<file path="src/sv/hpt_pkg.sv">
package hpt_pkg;

	localparam int COUNTER_BITS  = 16;
	localparam int FRACTION_BITS = 8;

	localparam int TIMER_W   = COUNTER_BITS;
	localparam int WRAP_W    = 32;
	localparam int PERIOD_W  = 32;
	localparam int NUM_W     = 32;
	localparam int LIM_W     = 16;
	localparam int SCALE_W   = 24;
	localparam int SPD_W     = 24;
	localparam int ACC_W     = 26;
	localparam int PROD_W    = SPD_W + SCALE_W;
	localparam int DIV_W     = PROD_W;
	localparam int SPD_DVD_W = NUM_W + FRACTION_BITS;
	localparam int STEP_W    = $clog2(DIV_W + 1);
	localparam int MUL_CNT_W = $clog2(SCALE_W + 1);

	localparam int IN_TDATA_W  = 16;
	localparam int OUT_TDATA_W = 56;
	localparam int OUT_PAD_W   = OUT_TDATA_W - SPD_W - ACC_W;

	localparam int APB_ADDR_W = 4;
	localparam int APB_DATA_W = 32;

	localparam logic [1:0] REG_SPEED_NUM   = 2'd0;
	localparam logic [1:0] REG_SPEED_LIM   = 2'd1;
	localparam logic [1:0] REG_ACCEL_SCALE = 2'd2;

	localparam logic [NUM_W-1:0]   SPEED_NUM_RST   = 32'd436363636;
	localparam logic [LIM_W-1:0]   SPEED_LIM_RST   = 16'd6000;
	localparam logic [SCALE_W-1:0] ACCEL_SCALE_RST = 24'd1333333;

	localparam logic OP_WRAP = 1'b0;
	localparam logic OP_HALL = 1'b1;

	typedef enum logic [2:0] {
		ST_IDLE,
		ST_SPD_DIV,
		ST_MUL,
		ST_ACC_DIV,
		ST_EMIT
	} state_t;

	typedef struct packed {
		logic              start;
		logic [STEP_W-1:0] steps;
	} div_ctl_t;

endpackage

</file>
<file path="src/sv/hpt_serial_div.sv">
module hpt_serial_div (
	input  logic                     clk,
	input  logic                     arst_n,
	input  hpt_pkg::div_ctl_t        ctl,
	input  logic [hpt_pkg::DIV_W-1:0]    dividend,
	input  logic [hpt_pkg::PERIOD_W-1:0] divisor,
	output logic                     done,
	output logic [hpt_pkg::DIV_W-1:0]    quotient
);
	import hpt_pkg::*;

	logic                busy_q;
	logic                done_q;
	logic [STEP_W-1:0]   cnt_q;
	logic [PERIOD_W-1:0] rem_q;
	logic [PERIOD_W-1:0] dsr_q;
	logic [DIV_W-1:0]    dvd_q;

	logic [PERIOD_W:0]   trial;
	logic [PERIOD_W+1:0] diff;
	logic                ge;

	// One restoring step: bring down the next dividend bit and try the subtract.
	// The quotient bits shift into the dividend register from the bottom.
	always_comb begin
		trial = {rem_q, dvd_q[DIV_W-1]};
		diff  = {1'b0, trial} - {2'b00, dsr_q};
		ge    = ~diff[PERIOD_W+1];
	end

	always_ff @(posedge clk or negedge arst_n) begin
		if (!arst_n) begin
			busy_q <= 1'b0;
			done_q <= 1'b0;
			cnt_q  <= '0;
		end else begin
			done_q <= 1'b0;
			if (ctl.start) begin
				busy_q <= 1'b1;
				cnt_q  <= ctl.steps;
			end else if (busy_q) begin
				cnt_q <= cnt_q - STEP_W'(1);
				if (cnt_q == STEP_W'(1)) begin
					busy_q <= 1'b0;
					done_q <= 1'b1;
				end
			end
		end
	end

	always_ff @(posedge clk) begin
		if (ctl.start) begin
			rem_q <= '0;
			dsr_q <= divisor;
			dvd_q <= dividend;
		end else if (busy_q) begin
			rem_q <= ge ? diff[PERIOD_W-1:0] : trial[PERIOD_W-1:0];
			dvd_q <= {dvd_q[DIV_W-2:0], ge};
		end
	end

	assign done     = done_q;
	assign quotient = dvd_q;

endmodule

</file>
<file path="src/sv/hpt_serial_mul.sv">
module hpt_serial_mul (
	input  logic                        clk,
	input  logic                        arst_n,
	input  logic                        start,
	input  logic [hpt_pkg::SPD_W-1:0]   mcand,
	input  logic [hpt_pkg::SCALE_W-1:0] mplier,
	output logic                        done,
	output logic [hpt_pkg::PROD_W-1:0]  product
);
	import hpt_pkg::*;

	logic                 busy_q;
	logic                 done_q;
	logic [MUL_CNT_W-1:0] cnt_q;
	logic [SPD_W-1:0]     a_q;
	logic [SPD_W-1:0]     hi_q;
	logic [SCALE_W-1:0]   lo_q;
	logic [SPD_W:0]       sum;

	// Shift-add, one multiplier bit per cycle; the low half of the product
	// fills the multiplier register as its bits are used up.
	always_comb begin
		sum = {1'b0, hi_q} + (lo_q[0] ? {1'b0, a_q} : '0);
	end

	always_ff @(posedge clk or negedge arst_n) begin
		if (!arst_n) begin
			busy_q <= 1'b0;
			done_q <= 1'b0;
			cnt_q  <= '0;
		end else begin
			done_q <= 1'b0;
			if (start) begin
				busy_q <= 1'b1;
				cnt_q  <= MUL_CNT_W'(SCALE_W);
			end else if (busy_q) begin
				cnt_q <= cnt_q - MUL_CNT_W'(1);
				if (cnt_q == MUL_CNT_W'(1)) begin
					busy_q <= 1'b0;
					done_q <= 1'b1;
				end
			end
		end
	end

	always_ff @(posedge clk) begin
		if (start) begin
			a_q  <= mcand;
			hi_q <= '0;
			lo_q <= mplier;
		end else if (busy_q) begin
			hi_q <= sum[SPD_W:1];
			lo_q <= {sum[0], lo_q[SCALE_W-1:1]};
		end
	end

	assign done    = done_q;
	assign product = {hi_q, lo_q};

endmodule

</file>
<file path="src/sv/hall_period_tachometer_top.sv">
// Hall-sensor period tachometer.
// The input stream carries two kinds of request, told apart by s_tuser: a timer
// wrap tick (s_tuser = 0) and a Hall edge (s_tuser = 1) whose s_tdata holds the
// free-running timer count captured at the edge. A wrap tick only bumps the
// wrap counter and produces no result. A Hall edge produces exactly one result
// on the output stream: speed and acceleration in m_tdata, the rejected flag in
// m_tuser. A Hall edge runs a 40-step serial division for the speed, a 24-step
// serial multiply and a 48-step serial division for the acceleration, one bit
// a cycle, both divisions in one shared divider; a zero period skips all three,
// and a speed above the limit skips the multiply and the second division. The
// next request is taken once the block is back in idle; s_tready is low while
// an edge is being worked on.
// A finished result sits in the output register; if the receiver stalls, the
// block still takes the next request, then waits with s_tready low to emit it.
// Reset clears the wrap counter, the stored capture, speed and output valid,
// and loads the registers with their default values.
// Registers on the APB port: 0x0 speed numerator, 0x4 speed limit, 0x8
// acceleration scale; write them only while no request is in progress.
module hall_period_tachometer_top (
	input  logic                               clk,
	input  logic                               arst_n,
	input  logic                               s_tvalid,
	output logic                               s_tready,
	input  logic [hpt_pkg::IN_TDATA_W-1:0]     s_tdata,  // [15:0] timer_count
	input  logic                               s_tuser,  // [0] operation
	output logic                               m_tvalid,
	input  logic                               m_tready,
	output logic [hpt_pkg::OUT_TDATA_W-1:0]    m_tdata,  // [23:0] speed_rpm,
	                                                     // [49:24] acceleration, zero pad
	output logic                               m_tuser,  // [0] rejected
	input  logic                               psel,
	input  logic                               penable,
	input  logic                               pwrite,
	input  logic [hpt_pkg::APB_ADDR_W-1:0]     paddr,
	input  logic [hpt_pkg::APB_DATA_W-1:0]     pwdata,
	output logic [hpt_pkg::APB_DATA_W-1:0]     prdata,
	output logic                               pready
);
	import hpt_pkg::*;

	localparam logic [DIV_W-1:0] ACC_POS_LIM = (DIV_W'(1) << (ACC_W - 1)) - DIV_W'(1);
	localparam logic [DIV_W-1:0] ACC_NEG_LIM = DIV_W'(1) << (ACC_W - 1);
	localparam logic [SPD_DVD_W-1:0] SPEED_MAX = SPD_DVD_W'({SPD_W{1'b1}});

	state_t state_q, state_d;

	logic [NUM_W-1:0]   speed_num_q;
	logic [LIM_W-1:0]   speed_lim_q;
	logic [SCALE_W-1:0] accel_scale_q;

	logic [WRAP_W-1:0]   wrap_q;
	logic [TIMER_W-1:0]  last_cap_q;
	logic [WRAP_W-1:0]   last_wrap_q;
	logic [SPD_W-1:0]    speed_q;
	logic [PERIOD_W-1:0] period_q;
	logic                neg_q;
	logic [ACC_W-1:0]    acc_q;
	logic                rej_q;

	logic                m_tvalid_q;
	logic [SPD_W-1:0]    m_speed_q;
	logic [ACC_W-1:0]    m_acc_q;
	logic                m_rej_q;

	logic                cfg_wr;
	logic                in_acc;
	logic                hall_acc;
	logic [PERIOD_W-1:0] cnt_diff;
	logic [WRAP_W-1:0]   wrap_diff;
	logic [PERIOD_W-1:0] period_c;

	div_ctl_t            div_ctl;
	logic [DIV_W-1:0]    div_dvd;
	logic [PERIOD_W-1:0] div_dsr;
	logic                div_done;
	logic [DIV_W-1:0]    div_quot;

	logic                mul_start;
	logic                mul_done;
	logic [PROD_W-1:0]   mul_prod;

	logic [SPD_DVD_W-1:0] sp_raw;
	logic [SPD_DVD_W-1:0] lim_fx;
	logic                 sp_over;
	logic [SPD_W-1:0]     sp_new;
	logic                 sp_neg;
	logic [SPD_W-1:0]     sp_mag;
	logic [DIV_W-1:0]     q_neg;
	logic [ACC_W-1:0]     acc_c;
	logic                 out_load;

	// ---------------- configuration port ----------------
	assign pready = 1'b1;
	assign cfg_wr = psel & penable & pwrite;

	always_ff @(posedge clk or negedge arst_n) begin
		if (!arst_n) begin
			speed_num_q   <= SPEED_NUM_RST;
			speed_lim_q   <= SPEED_LIM_RST;
			accel_scale_q <= ACCEL_SCALE_RST;
		end else if (cfg_wr) begin
			case (paddr[3:2])
				REG_SPEED_NUM:   speed_num_q   <= pwdata[NUM_W-1:0];
				REG_SPEED_LIM:   speed_lim_q   <= pwdata[LIM_W-1:0];
				REG_ACCEL_SCALE: accel_scale_q <= pwdata[SCALE_W-1:0];
				default: ;
			endcase
		end
	end

	always_comb begin
		case (paddr[3:2])
			REG_SPEED_NUM:   prdata = APB_DATA_W'(speed_num_q);
			REG_SPEED_LIM:   prdata = APB_DATA_W'(speed_lim_q);
			REG_ACCEL_SCALE: prdata = APB_DATA_W'(accel_scale_q);
			default:         prdata = '0;
		endcase
	end

	// ---------------- datapath helpers ----------------
	assign in_acc   = s_tvalid & s_tready;
	assign hall_acc = in_acc & (s_tuser == OP_HALL);

	always_comb begin
		cnt_diff  = PERIOD_W'(s_tdata[TIMER_W-1:0]) - PERIOD_W'(last_cap_q);
		wrap_diff = wrap_q - last_wrap_q;
		period_c  = cnt_diff + PERIOD_W'(wrap_diff << COUNTER_BITS);
	end

	always_comb begin
		sp_raw  = div_quot[SPD_DVD_W-1:0];
		lim_fx  = SPD_DVD_W'(speed_lim_q) << FRACTION_BITS;
		sp_over = sp_raw > lim_fx;
		sp_new  = (sp_raw > SPEED_MAX) ? {SPD_W{1'b1}} : sp_raw[SPD_W-1:0];
		sp_neg  = sp_new < speed_q;
		sp_mag  = sp_neg ? (speed_q - sp_new) : (sp_new - speed_q);
	end

	always_comb begin
		q_neg = -div_quot;
		if (neg_q) begin
			acc_c = (div_quot > ACC_NEG_LIM) ? ACC_NEG_LIM[ACC_W-1:0] : q_neg[ACC_W-1:0];
		end else begin
			acc_c = (div_quot > ACC_POS_LIM) ? ACC_POS_LIM[ACC_W-1:0] : div_quot[ACC_W-1:0];
		end
	end

	// ---------------- sequencer ----------------
	always_ff @(posedge clk or negedge arst_n) begin
		if (!arst_n) begin
			state_q <= ST_IDLE;
		end else begin
			state_q <= state_d;
		end
	end

	always_comb begin
		state_d       = state_q;
		s_tready      = 1'b0;
		div_ctl.start = 1'b0;
		div_ctl.steps = STEP_W'(SPD_DVD_W);
		div_dvd       = DIV_W'(speed_num_q) << (DIV_W - NUM_W);
		div_dsr       = period_c;
		mul_start     = 1'b0;
		out_load      = 1'b0;
		case (state_q)
			ST_IDLE: begin
				s_tready = 1'b1;
				if (hall_acc) begin
					if (period_c == '0) begin
						state_d = ST_EMIT;
					end else begin
						div_ctl.start = 1'b1;
						state_d       = ST_SPD_DIV;
					end
				end
			end
			ST_SPD_DIV: begin
				if (div_done) begin
					if (sp_over) begin
						state_d = ST_EMIT;
					end else begin
						mul_start = 1'b1;
						state_d   = ST_MUL;
					end
				end
			end
			ST_MUL: begin
				div_dvd       = mul_prod;
				div_dsr       = period_q;
				div_ctl.steps = STEP_W'(DIV_W);
				if (mul_done) begin
					div_ctl.start = 1'b1;
					state_d       = ST_ACC_DIV;
				end
			end
			ST_ACC_DIV: begin
				if (div_done) begin
					state_d = ST_EMIT;
				end
			end
			ST_EMIT: begin
				if (!m_tvalid_q || m_tready) begin
					out_load = 1'b1;
					state_d  = ST_IDLE;
				end
			end
			default: state_d = ST_IDLE;
		endcase
	end

	// ---------------- measurement state ----------------
	always_ff @(posedge clk or negedge arst_n) begin
		if (!arst_n) begin
			wrap_q      <= '0;
			last_cap_q  <= '0;
			last_wrap_q <= '0;
			speed_q     <= '0;
		end else begin
			if (in_acc && (s_tuser == OP_WRAP)) begin
				wrap_q <= wrap_q + WRAP_W'(1);
			end
			if (hall_acc) begin
				last_cap_q  <= s_tdata[TIMER_W-1:0];
				last_wrap_q <= wrap_q;
			end
			if ((state_q == ST_SPD_DIV) && div_done && !sp_over) begin
				speed_q <= sp_new;
			end
		end
	end

	// A rejected edge leaves the speed alone and reports zero acceleration.
	always_ff @(posedge clk) begin
		if (hall_acc) begin
			period_q <= period_c;
			rej_q    <= (period_c == '0);
			acc_q    <= '0;
		end
		if ((state_q == ST_SPD_DIV) && div_done) begin
			rej_q <= sp_over;
			neg_q <= sp_neg;
		end
		if ((state_q == ST_ACC_DIV) && div_done) begin
			acc_q <= acc_c;
		end
	end

	// ---------------- output register ----------------
	always_ff @(posedge clk or negedge arst_n) begin
		if (!arst_n) begin
			m_tvalid_q <= 1'b0;
		end else if (out_load) begin
			m_tvalid_q <= 1'b1;
		end else if (m_tready) begin
			m_tvalid_q <= 1'b0;
		end
	end

	always_ff @(posedge clk) begin
		if (out_load) begin
			m_speed_q <= speed_q;
			m_acc_q   <= acc_q;
			m_rej_q   <= rej_q;
		end
	end

	assign m_tvalid = m_tvalid_q;
	assign m_tdata  = {{OUT_PAD_W{1'b0}}, m_acc_q, m_speed_q};
	assign m_tuser  = m_rej_q;

	// ---------------- arithmetic units ----------------
	hpt_serial_div u_div (
		.clk      (clk),
		.arst_n   (arst_n),
		.ctl      (div_ctl),
		.dividend (div_dvd),
		.divisor  (div_dsr),
		.done     (div_done),
		.quotient (div_quot)
	);

	hpt_serial_mul u_mul (
		.clk     (clk),
		.arst_n  (arst_n),
		.start   (mul_start),
		.mcand   (sp_mag),
		.mplier  (accel_scale_q),
		.done    (mul_done),
		.product (mul_prod)
	);

	// ---------------- checks ----------------
	a_hall_leaves_idle: assert property (@(posedge clk) disable iff (!arst_n)
		hall_acc |=> (state_q != ST_IDLE))
		else $error("Hall edge accepted but sequencer stayed idle");

	a_div_done_state: assert property (@(posedge clk) disable iff (!arst_n)
		div_done |-> ((state_q == ST_SPD_DIV) || (state_q == ST_ACC_DIV)))
		else $error("divider finished outside a division state");

	a_mul_done_state: assert property (@(posedge clk) disable iff (!arst_n)
		mul_done |-> (state_q == ST_MUL))
		else $error("multiplier finished outside the multiply state");

	a_rej_zero_acc: assert property (@(posedge clk) disable iff (!arst_n)
		(m_tvalid && m_tuser) |-> (m_tdata[SPD_W+ACC_W-1:SPD_W] == '0))
		else $error("rejected result carries nonzero acceleration");

	a_wrap_count: assert property (@(posedge clk) disable iff (!arst_n)
		(in_acc && (s_tuser == OP_WRAP)) |=> (wrap_q == $past(wrap_q) + WRAP_W'(1)))
		else $error("wrap tick did not advance the wrap counter");

endmodule

</file>
<file path="config.mk">
export PLATFORM = sky130hd
export DESIGN_NAME = hall_period_tachometer_top
export DESIGN_NICKNAME = d
export VERILOG_FILES = /design/src/sv/hpt_pkg.sv /design/src/sv/hpt_serial_div.sv /design/src/sv/hpt_serial_mul.sv /design/src/sv/hall_period_tachometer_top.sv
export SDC_FILE = /design/constraint.sdc
export NUM_CORES = 1
export LEC_CHECK = 0
export CAP_MARGIN = 10
export CORE_ASPECT_RATIO = 0.75
export CORE_MARGIN = 3
export CORE_UTILIZATION = 34
export DETAILED_ROUTE_END_ITERATION = 8
export DONT_BUFFER_PORTS = 1
export PLACE_DENSITY_LB_ADDON = 0.25
export SYNTH_ARGS = -nofsm -noshare
export SYNTH_HDL_FRONTEND = slang
export SYNTH_SLANG_ARGS = --single-unit
</file>
<file path="constraint.sdc">
create_clock -name clk -period 13.7 [get_ports clk]
set_input_delay 0.685 -clock clk [delete_from_list [all_inputs] [get_ports clk]]
set_output_delay 0.685 -clock clk [all_outputs]
set_load 0.01 [all_outputs]
</file>
==> results.json, run 1 <==
{
  "ioPinCount": 152,
  "met3_usage_pct": 4.73,
  "core_um2": 77800,
  "period_share_pct": 51.5,
  "grt_pass1_vias": 19500,
  "finalCriticalPeriod_ns": 7.05,
  "rsz0062_at_grt": "no",
  "area_growth_pct": 10.6,
  "post_drt_wl_per_cell_um": 20.2,
  "numCtsBuffers": 50,
  "nets": 3005,
  "synth_enable_flop_cells": 239,
  "synth_ff_type": "edfxtp_1",
  "yosysWarnings": 0,
  "reg2reg_to": "u_div.rem_q[0]",
  "p_per_area_nw_per_um2": 222,
  "htree_levels": 2,
  "via_per_inst": 5.41,
  "status": "finished, final reports clean",
  "setup_viol": 0,
  "globalplace.congestion": 0.902,
  "drt_wl_total_um": 77800,
  "synthArstFlopShare_pct": 35.6,
  "worstSetupPathType": "reg2reg",
  "cp.required_ns": 14.22,
  "cts_root_buf": "clkbuf_16",
  "dp_hpwl_um": 56700,
  "die_h_um": 250,
  "whs_ns": 0.0121,
  "cts.repair.resized": 0,
  "ys_ff_latch": 458,
  "worstSetupEndpointType": "flip-flop",
  "cts_tree": "built",
  "grt_first_pass_wirelength_um": 119000,
  "r2r_cells": 22,
  "worst_pin_slew_ns": 1.14,
  "postCtsHoldBufs": 2,
  "drive_above_1_share_pct": 8.79,
  "grt_max_degree": 159,
  "power.leakage_nw": 12.3,
  "use_met1_pct": 27.6,
  "synth_cells": 2808,
  "antenna_found_initial": 4,
  "synthDistinctLibCells": 91,
  "die_area_um2": 83000,
  "crit_path_start_kind": "flip-flop",
  "synth.cell_area_um2": 27000,
  "slowest_stage": "buf_4",
  "max_slew_margin_pct": 23.5,
  "initial_core_util_pct": 34.7,
  "fillerInstances": 7669,
  "grt-busiest-layer": "met1",
  "synth.area.top_cells": "edfxtp_1 27%, dfrtp_1 13%, ha_1 7.9%",
  "skew_ns": 0.0316,
  "cts_setup_buffers": 0,
  "portBuffers": 0,
  "cts.clk_slew.worst_paths_ns": 0.07,
  "finalPower_w": 0.00663,
  "rows": 88,
  "clockBufferDepth": 3,
  "drv_cap": 0,
  "crit_top_cell": "a211oi_1",
  "arrival_ns": 7.57,
  "drt-pass1-iter-count": 5,
  "crit_path_max_fanout": 75,
  "r2r_slack_ns": 6.65,
  "grt_use_total_pct": 18.1,
  "r2r_start": "last_cap_q[0]",
  "synth_area_leader_cell": "edfxtp_1",
  "cp-startpoint": "last_cap_q[0]",
  "synth_top_area_share_pct": 26.5,
  "vias": 20800,
  "die_w_um": 332,
  "ir_drop_uv": 113,
  "slew_violations": 0,
  "ys_seq_area_share_pct": 45.9,
  "drc": 0,
  "finalHoldViolations": 0,
  "final_cell_mix": "303 x nand2_1, 239 x edfxtp_1, 226 x nor2_1",
  "tns_ns": 0,
  "path_cells": "ha_1 > inv_1 > fa_1 > a211oi_1 > o21a_1 > o31ai_2 > a21oi_1 > nor2_1 > nor2_1 > buf_4 > ha_1 > a211oi_1 > o21ai_0 > a311o_1 > a21o_1 > nor3_1 > nand4_1 > nand4b_1 > o31ai_4 > buf_4 > inv_2 > a211oi_1",
  "worstSkewPairLatency_ns": 0.63,
  "antenna_left": 0,
  "hp-class": "in2async",
  "crit_path_max_incr_delay_ns": 0.74,
  "grt_overflow": 0,
  "drt-initial-drc-count": 1686,
  "final_common_cell": "nand2_1",
  "use_met2_pct": 25.4,
  "syn_area_per_cell_um2": 9.63,
  "fmax_ghz": 0.142,
  "cts.sinks": 458
}
[per-layer routing]
layer | up-vias | share of wire (%) | routed length (um)
met4 | 4 | 1.8 | 1370
li1 | 9909 | - | -
met3 | 90 | 8.3 | 6420
met2 | 609 | 40 | 31200
met1 | 10200 | 50 | 38700
met5 | - | 0.030 | 23
[through the flow]
stage / cells / worst slack [ns] / utilization (%) / area [um^2]
after floorplan: 2813 / 6.84 / - / 27100
after global placement: 3746 / 5.85 / 36.0 / 28000
after detailed placement: 3746 / 5.62 / 36.0 / 28000
after CTS: 3842 / 6.02 / 38.4 / 29900
after global routing: 3844 / 5.96 / 38.4 / 29900
final: 3845 / 6.65 / 38.4 / 29900
[where the power goes]
group / switching (W) / internal [W] / total, W
clock network: 0.000606 / 0.000902 / 0.00151
registers: 0.000326 / 0.00194 / 0.00227
logic: 0.00172 / 0.00114 / 0.00286
[worst max-delay path by stage]
stage                                    end  slack, ns  cells past startpoint
after floorplan               u_div.cnt_q[4]       6.84                     23
after global placement    u_div.quotient[20]       5.85                     22
after detailed placement      u_div.rem_q[0]       5.62                     22
after CTS                 u_div.quotient[18]       6.02                     21
after global routing      u_div.quotient[18]       5.96                     24
final                         u_div.rem_q[0]       6.65                     22
[logic make-up after synthesis]
| group | Yosys count | synth area share [%] |
|---|---|---|
| flops | 458 | 45.9 |
| other cells | 2 | 0.0278 |
| mux | 102 | 4.03 |
| xor+xnor | 116 | 3.90 |
| buf+inv | 358 | 5.39 |
| fa+ha+maj | 178 | 8.43 |
| simple gates | 853 | 14.8 |
| compound gates | 741 | 17.5 |
[worst max-delay path, delay by kind of cell (launching register included)]
kind / cells / cell delay (ns)
AO/OA/AOI/OAI: 10 / 2.91
buffers and inverters: 4 / 1.74
AND/OR/NAND/NOR: 5 / 1.01
adder cells (fa/ha/maj): 3 / 0.89
flip-flops: 1 / 0.35
[flip-flops by register name, indices dropped and copies added (netlist names), 24 cells and up]
signal,cells
period_q,32
u_mul.a_q,24
u_div.dsr_q,32
m_speed_q,24
u_mul.hi_q,24
accel_scale_q,24
acc_q,26
u_div.quotient,48
m_acc_q,26
u_mul.lo_q,24
speed_q,24
u_div.rem_q,32
speed_num_q,32
[area by class of cell]
type                       count  area, um^2  share of cell area, %
clock inverter                34         490                   1.64
inverter                     228         856                   2.86
antenna                        1        2.50                0.00837
multi-input combinational   1997       13300                   44.4
tap                         1035        1290                   4.33
sequential                   458       12400                   41.5
clock buffer                  60        1320                   4.41
timing repair buffer          32         267                  0.891
[synthesized netlist by cell type (39+ instances only)]
master / instances
a21o_1: 62
a21oi_1: 176
clkbuf_1: 88
dfrtp_1: 136
dfxtp_1: 56
edfxtp_1: 239
ha_1: 171
inv_1: 225
mux2_2: 54
mux2i_1: 48
nand2_1: 304
nand2b_1: 42
nand3_1: 42
nor2_1: 227
nor3_1: 52
o21ai_0: 214
xnor2_1: 75
xor2_1: 39
Note: power is estimated with default switching activity, not from simulation.
==> run 2: changes to the inputs <==
==> constraint.sdc (replaced) <==
create_clock -name clk -period 5.66 [get_ports clk]
set_input_delay 0.283 -clock clk [delete_from_list [all_inputs] [get_ports clk]]
set_output_delay 0.283 -clock clk [all_outputs]
set_load 0.01 [all_outputs]
==> run 2 against run 1 <==
Sequential share of layout area decreased by 1.1 points. Routed wire length grew 0.48%. Worst hold slack better by 0.017 ns. Flip-flop and latch count stayed put. Count of clock-buffer cells in the layout is 3 higher. Register-to-register slack worse by 6.4 ns. Critical endpoint is now u_div.quotient[31]. Highest routed layer unchanged.
==> results.json, run 2 (synthesis gave the netlist of run 1 again) <==
{
  "status": "finished, final reports clean",
  "final_common_cell": "nand2_1",
  "via_per_inst": 5.34,
  "drt-pass1-iter-count": 6,
  "max_slew_margin_pct": 20.3,
  "whs_endpoint": "wrap_q[0]",
  "grt_pass1_vias": 19900,
  "grt_max_degree": 164,
  "final_cell_mix": "303 x nand2_1, 239 x edfxtp_1, 225 x inv_1",
  "nets": 3078,
  "drv_cap": 0,
  "routed-wl-met2_um": 31400,
  "grt_first_pass_wirelength_um": 120000,
  "htree_levels": 2,
  "rows": 88,
  "whs_ns": 0.0293,
  "worstSkewPairLatency_ns": 0.62,
  "core_um2": 77800,
  "min_from": "s_tvalid",
  "wirelength_met1_um": 38900,
  "worstSetupEndpointType": "flip-flop",
  "reg2reg_to": "u_div.quotient[31]",
  "cts.sinks": 458,
  "r2r_start": "last_cap_q[0]",
  "cts.clk_slew.worst_paths_ns": 0.06,
  "largest_reg_flops": 48,
  "r2r_slack_ns": 0.22,
  "drt_wl_total_um": 78100,
  "rsz0062_at_grt": "no",
  "numCtsBuffers": 50,
  "globalplace.congestion": 0.881,
  "fmax_ghz": 0.184,
  "cts_root_buf": "clkbuf_16",
  "drc": 0,
  "worstSetupPathType": "reg2reg",
  "ir_drop_uv": 309,
  "antenna_left": 0,
  "finalPower_w": 0.0162,
  "hp-class": "in2reg",
  "place_ws_ns": -0.0118,
  "dp_hpwl_um": 57000,
  "power.internal_w": 0.00967,
  "initial_core_util_pct": 34.7,
  "clockBufferDepth": 3,
  "wl_met3_um": 6360,
  "setup_viol": 0,
  "die_h_um": 250,
  "vias": 20900,
  "fin_area_um2": 30700,
  "cts_tree": "built",
  "crit_path_max_fanout": 17,
  "dpl-instance-area_um2": 28300,
  "power.leakage_nw": 12.7,
  "area_growth_pct": 13.5,
  "ioPinCount": 152,
  "slew_violations": 0,
  "finalHoldViolations": 0,
  "antenna_found_initial": 5,
  "period_share_pct": 96.1,
  "skew_ns": 0.0262,
  "post_drt_wl_per_cell_um": 19.9,
  "finalCriticalPeriod_ns": 5.44,
  "p_sw_share_pct": 40.2,
  "clkPwrFrac_pct": 21.5,
  "drive_above_1_share_pct": 9.89,
  "arrival_ns": 5.79,
  "combPwrFrac_pct": 44.2,
  "hold_depth": 3,
  "crit_path_start_kind": "flip-flop",
  "p_per_area_nw_per_um2": 527,
  "routed.top_layer": "met5",
  "die_w_um": 332,
  "grt_overflow": 0,
  "drt-initial-drc-count": 1725,
  "cp.required_ns": 6.01,
  "portBuffers": 0,
  "seqPwrFrac_pct": 34.3,
  "grt_use_total_pct": 18.2,
  "setup_slack_ns": 0.218,
  "p_switching_w": 0.00649,
  "r2r_cells": 24,
  "die_area_um2": 83000,
  "worst_pin_slew_ns": 1.19
}
## run 2: cell count changes in the layout (fill, tap and decap cells not counted), moves of 3 or more
cell and delta:
dlygate4sd3_1 +51, clkbuf_16 +4, bufinv_16 -5, buf_12 +7, clkinv_2 +6, clkinv_1 -3
buf_4 +14
## run 2: through the flow
stage                     utilization [%]  setup TNS, ns  std cells
after floorplan                         -              0       2813
after global placement               36.3              0       3765
after detailed placement             36.3        -0.0690       3765
after CTS                            39.3              0       3912
after global routing                 39.4              0       3918
final                                39.4              0       3919
## run 2: power groups by stage
stage,logic [W],clock network (W),registers (W)
2_1_floorplan,0.00524,0,0.00516
3_3_place_gp,0.00667,0,0.00555
3_5_place_dp,0.00686,0,0.00557
4_1_cts,0.00697,0.00357,0.00552
5_1_grt,0.00796,0.00370,0.00563
6_report,0.00715,0.00348,0.00554
## run 2: per-layer routing
metal / vias up / global-route usage [%]
li1: 10100 / -
met1: 10100 / 28.0
met2: 666 / 25.5
met3: 96 / 4.30
met4: 2 / 4.12
met5: - / 0
## run 2: final cells by class
cell class	count	area, um^2
clock inverters	31	319
repair buffers	105	1050
clock buffers	63	1420
inverters	228	856
multi-input cells	1997	13300
diodes	2	5.00
well taps	1035	1290
flip-flops and latches	458	12400
fillers	7562	47200
## run 2: worst max path at each step
stage,startpoint,to
after floorplan,s_tdata[0],u_div.cnt_q[4]
after global placement,wrap_q[0],u_div.quotient[33]
after detailed placement,wrap_q[0],u_div.rem_q[8]
after CTS,last_cap_q[0],u_div.rem_q[19]
after global routing,last_cap_q[0],u_div.quotient[47]
final,last_cap_q[0],u_div.quotient[31]
## run 2: timing repair
action,4_1_cts,5_1_grt
endpoints found under the hold margin,254,0
setup endpoints to repair,59,168
gates cloned,0,1
hold buffers,53,0
gates resized for setup,3,15
pin swaps,1,12
buffers inserted,0,4
## run 2: worst max-delay path, stage by stage, from the launching register on
cell	delay, ns
dfrtp_1	0.35
ha_1	0.16
inv_1	0.06
fa_1	0.41
a211oi_2	0.28
o21a_1	0.24
o31ai_4	0.10
a21oi_1	0.17
nor2_1	0.09
nor2_4	0.18
buf_4	0.18
ha_1	0.29
o21a_1	0.23
o211a_2	0.31
a311o_1	0.33
a21o_1	0.21
nor3_1	0.16
nand4_1	0.13
nand4b_1	0.19
buf_4	0.17
o31ai_4	0.20
buf_4	0.18
clkbuf_16	0.20
nor2_1	0.05
a221o_1	0.27
